--- src/rtl/core/refe_pkg.sv ---
// refe_pkg: shared types, character constants and header lookup for the
// reply/event frame extractor. No dependencies.
`default_nettype none

package refe_pkg;

  localparam logic [7:0] ChOpen  = 8'h3C;  // '<'
  localparam logic [7:0] ChClose = 8'h3E;  // '>'
  localparam logic [7:0] ChE     = 8'h45;
  localparam logic [7:0] ChN     = 8'h4E;
  localparam logic [7:0] ChD     = 8'h44;

  localparam logic [1:0] ModeSearch = 2'd0;
  localparam logic [1:0] ModeHeader = 2'd1;
  localparam logic [1:0] ModeBody   = 2'd2;

  // header is '<' plus a five letter name
  localparam logic [2:0] HdrLen  = 3'd6;
  localparam logic [2:0] HdrLast = 3'd5;
  // "<END" fully matched
  localparam logic [2:0] EndDone = 3'd4;

  typedef struct packed {
    logic [1:0] scan_mode;
    logic [2:0] header_count;
    logic       reply_candidate;
    logic       event_candidate;
    logic [2:0] end_match_progress;
    logic       current_kind;
  } scan_state_t;

  // what one input byte leaves for the output stage
  typedef struct packed {
    logic       emit;
    logic       header;
    logic       kind;
    logic [7:0] data;
    logic       last;
  } result_desc_t;

  // letter i (0..4) of the frame name
  function automatic logic [7:0] name_char(input logic reply, input logic [2:0] i);
    logic [7:0] c;
    c = 8'h00;
    if (reply) begin
      case (i)
        3'd0: c = 8'h52;  // R
        3'd1: c = 8'h45;  // E
        3'd2: c = 8'h50;  // P
        3'd3: c = 8'h4C;  // L
        3'd4: c = 8'h59;  // Y
        default: c = 8'h00;
      endcase
    end else begin
      case (i)
        3'd0: c = 8'h45;  // E
        3'd1: c = 8'h56;  // V
        3'd2: c = 8'h45;  // E
        3'd3: c = 8'h4E;  // N
        3'd4: c = 8'h54;  // T
        default: c = 8'h00;
      endcase
    end
    return c;
  endfunction

  // "<END" character at match position p (0..3)
  function automatic logic [7:0] end_char(input logic [1:0] p);
    logic [7:0] c;
    case (p)
      2'd0: c = ChOpen;
      2'd1: c = ChE;
      2'd2: c = ChN;
      default: c = ChD;
    endcase
    return c;
  endfunction

endpackage

`default_nettype wire

--- src/rtl/core/refe_scan.sv ---
// refe_scan: combinational next-state and result logic for one byte.
// Depends on refe_pkg.
`default_nettype none

module refe_scan
  import refe_pkg::*;
(
  input  wire scan_state_t  cur,
  input  wire logic [7:0]   data,
  output scan_state_t       nxt,
  output result_desc_t      res
);

  logic       is_open;
  logic       rc_n;
  logic       ec_n;
  logic [2:0] name_idx;

  assign is_open  = (data == ChOpen);
  assign name_idx = cur.header_count - 3'd1;
  assign rc_n     = cur.reply_candidate && (data == name_char(1'b1, name_idx));
  assign ec_n     = cur.event_candidate && (data == name_char(1'b0, name_idx));

  always_comb begin
    nxt = cur;
    res.emit   = 1'b0;
    res.header = 1'b0;
    res.kind   = cur.current_kind;
    res.data   = data;
    res.last   = 1'b0;
    case (cur.scan_mode)
      ModeHeader: begin
        if (cur.header_count < 3'd1 || cur.header_count > 3'd5 || (!rc_n && !ec_n)) begin
          // partial header dropped; a '<' opens a new one
          nxt.scan_mode       = ModeSearch;
          nxt.header_count    = 3'd0;
          nxt.reply_candidate = 1'b0;
          nxt.event_candidate = 1'b0;
          if (is_open) begin
            nxt.scan_mode       = ModeHeader;
            nxt.header_count    = 3'd1;
            nxt.reply_candidate = 1'b1;
            nxt.event_candidate = 1'b1;
          end
        end else if (cur.header_count + 3'd1 < HdrLen) begin
          nxt.header_count    = cur.header_count + 3'd1;
          nxt.reply_candidate = rc_n;
          nxt.event_candidate = ec_n;
        end else begin
          // header confirmed: emit the six-beat burst
          nxt.scan_mode          = ModeBody;
          nxt.header_count       = 3'd0;
          nxt.reply_candidate    = 1'b0;
          nxt.event_candidate    = 1'b0;
          nxt.end_match_progress = 3'd0;
          nxt.current_kind       = rc_n;
          res.emit   = 1'b1;
          res.header = 1'b1;
          res.kind   = rc_n;
        end
      end
      ModeBody: begin
        res.emit = 1'b1;
        if (cur.end_match_progress >= EndDone) begin
          if (data == ChClose) begin
            res.last               = 1'b1;
            nxt.scan_mode          = ModeSearch;
            nxt.end_match_progress = 3'd0;
          end
        end else if (data == end_char(cur.end_match_progress[1:0])) begin
          nxt.end_match_progress = cur.end_match_progress + 3'd1;
        end else begin
          nxt.end_match_progress = is_open ? 3'd1 : 3'd0;
        end
      end
      default: begin
        // searching, also the unused mode code
        nxt.scan_mode = ModeSearch;
        if (is_open) begin
          nxt.scan_mode       = ModeHeader;
          nxt.header_count    = 3'd1;
          nxt.reply_candidate = 1'b1;
          nxt.event_candidate = 1'b1;
        end
      end
    endcase
  end

endmodule

`default_nettype wire

--- src/rtl/core/reply_event_frame_extractor.sv ---
// reply_event_frame_extractor: top level, input register, scan state and
// output burst stage. Depends on refe_pkg and refe_scan.
//
//   channel  handshake           payload
//   in       in_valid/in_ready   rx_byte
//   out      out_valid/out_ready out_byte, frame_first, frame_last,
//                                frame_is_reply, run_last
//
// A body byte gives one beat; a confirming header byte gives six beats
// from the output stage, during which input holds once the input register
// is full. Bytes outside frames give no beat. An accepted byte passes the
// input register, then the output stage, before its first beat.
// Synchronous active-high reset clears the scan state and both valid flags.
`default_nettype none

module reply_event_frame_extractor
  import refe_pkg::*;
(
  input  wire logic       clk,
  input  wire logic       rst,
  input  wire logic       in_valid,
  output logic            in_ready,
  input  wire logic [7:0] rx_byte,
  output logic            out_valid,
  input  wire logic       out_ready,
  output logic [7:0]      out_byte,
  output logic            frame_first,
  output logic            frame_last,
  output logic            frame_is_reply,
  output logic            run_last
);

  // input register
  logic       inr_valid;
  logic [7:0] inr_byte;

  // scan state
  scan_state_t  state;
  scan_state_t  state_next;
  result_desc_t desc;

  // output stage
  logic       slot_valid;
  logic       slot_header;
  logic [2:0] slot_idx;
  logic [7:0] slot_byte;
  logic       slot_last;
  logic       slot_kind;

  logic slot_final;
  logic advance;

  refe_scan u_scan (
    .cur  (state),
    .data (inr_byte),
    .nxt  (state_next),
    .res  (desc)
  );

  // output fields from the stage
  assign out_valid      = slot_valid;
  assign out_byte       = !slot_header ? slot_byte :
                          (slot_idx == 3'd0) ? ChOpen :
                          name_char(slot_kind, slot_idx - 3'd1);
  assign frame_first    = slot_header && (slot_idx == 3'd0);
  assign frame_last     = !slot_header && slot_last;
  assign frame_is_reply = slot_kind;
  assign run_last       = !slot_header || (slot_idx == HdrLast);

  // stage frees up on the last beat of its burst
  assign slot_final = slot_valid && out_ready && run_last;
  assign advance    = inr_valid && (!slot_valid || slot_final);
  assign in_ready   = !inr_valid || advance;

  // input register
  always_ff @(posedge clk) begin
    if (rst) begin
      inr_valid <= 1'b0;
    end else if (in_ready) begin
      inr_valid <= in_valid;
    end
    if (in_ready && in_valid) begin
      inr_byte <= rx_byte;
    end
  end

  // scan state update as a byte moves into the output stage
  always_ff @(posedge clk) begin
    if (rst) begin
      state <= '0;
    end else if (advance) begin
      state <= state_next;
    end
  end

  // output stage and header burst counter
  always_ff @(posedge clk) begin
    if (rst) begin
      slot_valid <= 1'b0;
      slot_idx   <= 3'd0;
    end else if (advance) begin
      slot_valid <= desc.emit;
      slot_idx   <= 3'd0;
    end else if (slot_final) begin
      slot_valid <= 1'b0;
    end else if (slot_valid && out_ready) begin
      slot_idx <= slot_idx + 3'd1;
    end
    if (advance) begin
      slot_header <= desc.header;
      slot_byte   <= desc.data;
      slot_last   <= desc.last;
      slot_kind   <= desc.kind;
    end
  end

endmodule

`default_nettype wire

--- config.mk ---
export PLATFORM = sky130hd
export DESIGN_NAME = reply_event_frame_extractor
export DESIGN_NICKNAME = d
export VERILOG_FILES = /design/src/rtl/core/refe_pkg.sv /design/src/rtl/core/refe_scan.sv /design/src/rtl/core/reply_event_frame_extractor.sv
export SDC_FILE = /design/constraint.sdc
export NUM_CORES = 1
export LEC_CHECK = 0
export ABC_AREA = 1
export BUFFER_PORTS_ARGS = -buffer_cell sky130_fd_sc_hd__buf_4
export CAP_MARGIN = 0
export CORE_MARGIN = 2
export CORE_UTILIZATION = 55
export CTS_BUF_LIST = sky130_fd_sc_hd__clkbuf_8
export CTS_CLUSTER_DIAMETER = 50
export DETAILED_ROUTE_END_ITERATION = 8
export GPL_TIMING_DRIVEN = 0
export HOLD_SLACK_MARGIN = 0.02
export PLACE_DENSITY_LB_ADDON = 0.1
export SETUP_SLACK_MARGIN = 0.4
export SYNTH_ARGS = -nofsm -noshare
export SYNTH_HDL_FRONTEND = slang
export SYNTH_HIERARCHICAL = 1
export SYNTH_SLANG_ARGS = --single-unit
export TNS_END_PERCENT = 50
--- constraint.sdc ---
create_clock -name clk -period 2.21 [get_ports clk]
set_input_delay 0.3315 -clock clk [delete_from_list [all_inputs] [get_ports clk]]
set_output_delay 0.3315 -clock clk [all_outputs]
set_load 0.03 [all_outputs]
==> metrics list <==
* Post-synth net total: ~440
- Pin count of the biggest net entering global routing: 12
* Sw power: between 500 and 600 uW
- Total Nets Final: slightly below 500
- Diode count: 0
- The final hold violation count was 0.
- Across the run, the number of max-cap violations was 0.
* Filler Cells Inserted: 445
- Setup total negative slack on the finished layout was measured at -53.6 ps.
- First DRT Iteration DRCs: ~130
* Rel. slew slack: 0.562
- Measured slew at the worst slew-check pin: 658 ps
- For this run the aggregate overflow at the end of global routing stands at 0.
- For this design the static power due to leakage is between 1.5 and 2 nW.
- Total number of vias: 2631
* Mapped Area: 2880 um2
- Proportion of synthesized chip area in sequential cells: 0.309
- The flow ran to the end, but the final reports show violations.
* Failing checks: negative setup slack
* CTS tree: built
- Critical path type: flop to flop
- Number of vias per cell after detailed routing: 5.05
- Pin placement for this block handled 26 I/O pins.
* Number of antenna violations at the first check in global routing: 0
- Setup repair after global routing could not meet its margin everywhere.
* Netlist cell types: 34
- Post-route fraction of the period consumed by the critical path: 1.01
- Across every metal layer, demand over resource in global routing totals 0.230.
- Buffers placed on the I/O ports in this run total 25.
- Number of standard cells in the layout, taps in and fillers out: 521
- Setup slack on the critical path of the routed design comes to -32.6 ps.
- CTS HTree Levels: 2
- Power density normalized to cell area: 460 nW/um2
- Relative contribution of combinational cells to total power: 0.272
* Data arrival at the endpoint of the critical path: between 2000 and 2500 ps
- The worst path in the final design needs a cycle of 2240 ps, including I/O delays and setup.
- Worst clock skew on the final layout: 6.28 ps
- Clock edge transition at the registers on the reported setup and hold paths: 70 ps
- Switching portion of total power: 0.321
* Final count of pins violating max slew: 0
- Once detail routing completed, the nets flagged for antenna violations numbered 0.
- For this design, the CTS-stage hold fixing added 0 buffers.
- Sinks on the clock net: 35
- CTS root buf: clkbuf_8
* Average footprint of a synthesized cell: 7.15 um2
* Post-DR wirelength/cell: 12.2 um
- The floorplan step defined a die boundary enclosing between 5000 and 6000 um2.
* Final setup viols: 2
- Buffers inserted during clock tree synthesis total 5.
* Worst min path class: input port to flop
* Placed wire-length estimate: 4690 um
- Worst-skew pair later-pin latency: 280 ps
* Share of power burned in registers: 0.468
- Reg2Reg Depth: 17
* Highest Clock Rate: roughly 450 MHz
- Warnings from Yosys: 6
- STA classifies the critical path startpoint as a flop.
- Of the cells placed in the final design, the portion with a size suffix greater than 1 is 0.306.
- Of all nets on the critical path, the largest fanout is 6.
* Via count of the first global-routing pass: 2498
- Compared with the post-synthesis result, the final layout area differs by 23.6%.
- The worst hold path was traced through 2 stages.
- Flop and latch count out of synthesis: 35
- The die is 76.4 um wide.
- Wire length of the first global-routing pass: 10900 um
* Die Ht: 76.4 um
* VDD IR-drop max: ~310 uV
- Core outline area: 5070 um2
* Data required, critical path: roughly 2300 ps
* Remaining DRCs: 0
- Counting tap cells, the placed design contains a total of 498 instances.
- The floorplan has 26 rows.
* Final estimated routing congestion in global placement: roughly 0.9
* CTS Buffer Depth: 2
- The worst setup path is captured at a flop.
- Clock power frac: 0.260
- After detailed routing, the total wire length is 6340 um.
- Cell-internal power: 1.11 mW
- Across all hold checks on the routed design, the worst slack comes to 201 ps.
* Number of search-and-repair iterations in the first detailed-routing pass: 4
- Counting every instance in the synthesized netlist gives 403.
- The initial utilization of the core area, before any placement, comes to 0.568.
## area by class of cell
| class | instances | area (um2) | share of cell area |
|---|---|---|---|
| plain buffers | 14 | 113 | 0.0316 |
| repair buffers | 40 | 304 | 0.0854 |
| clock inverters | 3 | 11.3 | 0.00316 |
| flip-flops and latches | 35 | 906 | 0.254 |
| well taps | 70 | 87.6 | 0.0246 |
| inverters | 69 | 274 | 0.0769 |
| multi-input cells | 285 | 1800 | 0.505 |
| clock buffers | 5 | 68.8 | 0.0193 |
## worst max-delay path, cell delays in order, from the launching register on
cell	delay, ps
dfxtp_4	390
inv_6	60
ha_4	180
inv_4	60
nand2_4	60
nand2_8	100
nand2_8	70
nand3_4	130
nand2_2	60
nand2_1	50
nand2_1	60
nor2_2	160
nand2_2	90
nand2_1	60
nand4_1	160
nand2_1	110
o21ai_1	80
buf_4	130
## synth_stat cells (all sizes together)
cell type  number  area [um2]
edfxtp         19         571
o21bai          1        7.51
nand4           4        25.0
nor2b           1        13.8
ha             23         288
o211ai          2        15.0
nor3            6        30.0
xnor2           3        33.8
nand3b          1        7.51
o31ai           1        7.51
buf            13         109
clkbuf          1        3.75
o22ai           2        12.5
inv            69         259
nor2           45         176
dfxtp          16         320
nand2         115         512
or2             2        12.5
nand3          37         215
xor2            2        17.5
a21oi          33         199
o21ai           7        46.3
## per-stage QoR
step,setup WS (ps),util,total power [mW],area [um2]
floorplan,181,-,1.10,2950
global placement,-69.5,0.636,1.18,3230
detailed placement,-95.5,0.636,1.19,3230
CTS,0.466,0.689,1.64,3500
global route,-163,0.702,1.75,3560
finish,-32.6,0.702,1.64,3560
## cells by family (layout without fill, tap and decap cells)
kind of cell | count (synthesis) | in the layout | synth area share
AND/OR/NAND/NOR | 211 | 211 | 0.344
AO/OA/AOI/OAI | 46 | 46 | 0.0999
buffers and inverters | 83 | 131 | 0.129
XOR/XNOR | 5 | 5 | 0.0178
flip-flops | 35 | 35 | 0.309
adder cells (fa/ha/maj) | 23 | 23 | 0.0999
## metal layers
metal  global-route usage  wire (um)  vias up
met2                0.416       3220       62
met3               0.0415        260       14
met5                    0          0        -
met1                0.274       2760     1202
met4               0.0764        100        0
li1                     -          -     1353
## path summary, 6_finish.rpt
path | startpoint | endpoint | slack [ps]
max reg2reg | state[7] | frame_is_reply | -30
min | rst | inr_valid | 200
max | state[7] | frame_is_reply | -30
min reg2reg | slot_idx[0] | slot_idx[0] | 510
## cell usage in the layout, fill, tap and decap left out, types with 2 or more instances in the layout
cell type | synthesis | final
inv_4 | 0 | 4
nand2_2 | 8 | 15
ha_4 | 0 | 3
xnor2_1 | 2 | 2
xor2_1 | 2 | 2
nor3_1 | 6 | 5
o211ai_1 | 2 | 2
o21ai_1 | 0 | 2
ha_2 | 0 | 3
dfxtp_4 | 0 | 3
a21oi_4 | 0 | 3
ha_1 | 23 | 17
inv_2 | 3 | 6
nor2_2 | 3 | 4
nand2_4 | 8 | 9
a21oi_2 | 9 | 10
edfxtp_1 | 19 | 19
dfxtp_2 | 0 | 3
or2_2 | 2 | 2
nand2_1 | 99 | 89
nand4_1 | 4 | 4
clkinv_1 | 0 | 2
nand3_4 | 2 | 2
dfxtp_1 | 16 | 10
o21ai_0 | 6 | 4
inv_1 | 66 | 59
nand2_8 | 0 | 2
nand3_1 | 34 | 29
buf_4 | 9 | 48
nand3_2 | 1 | 6
nor2_1 | 42 | 41
a21oi_1 | 24 | 20
clkbuf_8 | 0 | 5
buf_6 | 2 | 3
## power by group through the flow
stage | clock network, mW | registers [mW] | logic [mW]
3_3_place_gp | 0 | 0.782 | 0.401
6_report | 0.426 | 0.767 | 0.446
4_1_cts | 0.437 | 0.767 | 0.436
2_1_floorplan | 0 | 0.769 | 0.328
3_5_place_dp | 0 | 0.783 | 0.410
5_1_grt | 0.472 | 0.773 | 0.501
## flip-flops by register name, summed over array words and instances, names as in the netlist
name,cells
slot_byte,8
slot_idx,3
out_valid,1
inr_valid,1
state,11
slot_header,1
inr_byte,8
slot_last,1
frame_is_reply,1
## what timing repair did
| action | 4_1_cts | 5_1_grt |
|---|---|---|
| hold endpoints to repair | 0 | 0 |
| endpoints found under the setup margin | 41 | 43 |
| gates resized for setup | 32 | 12 |
| pin swaps | 20 | 7 |
| buffers inserted | 14 | 1 |
(Power assumes the default switching activity.)
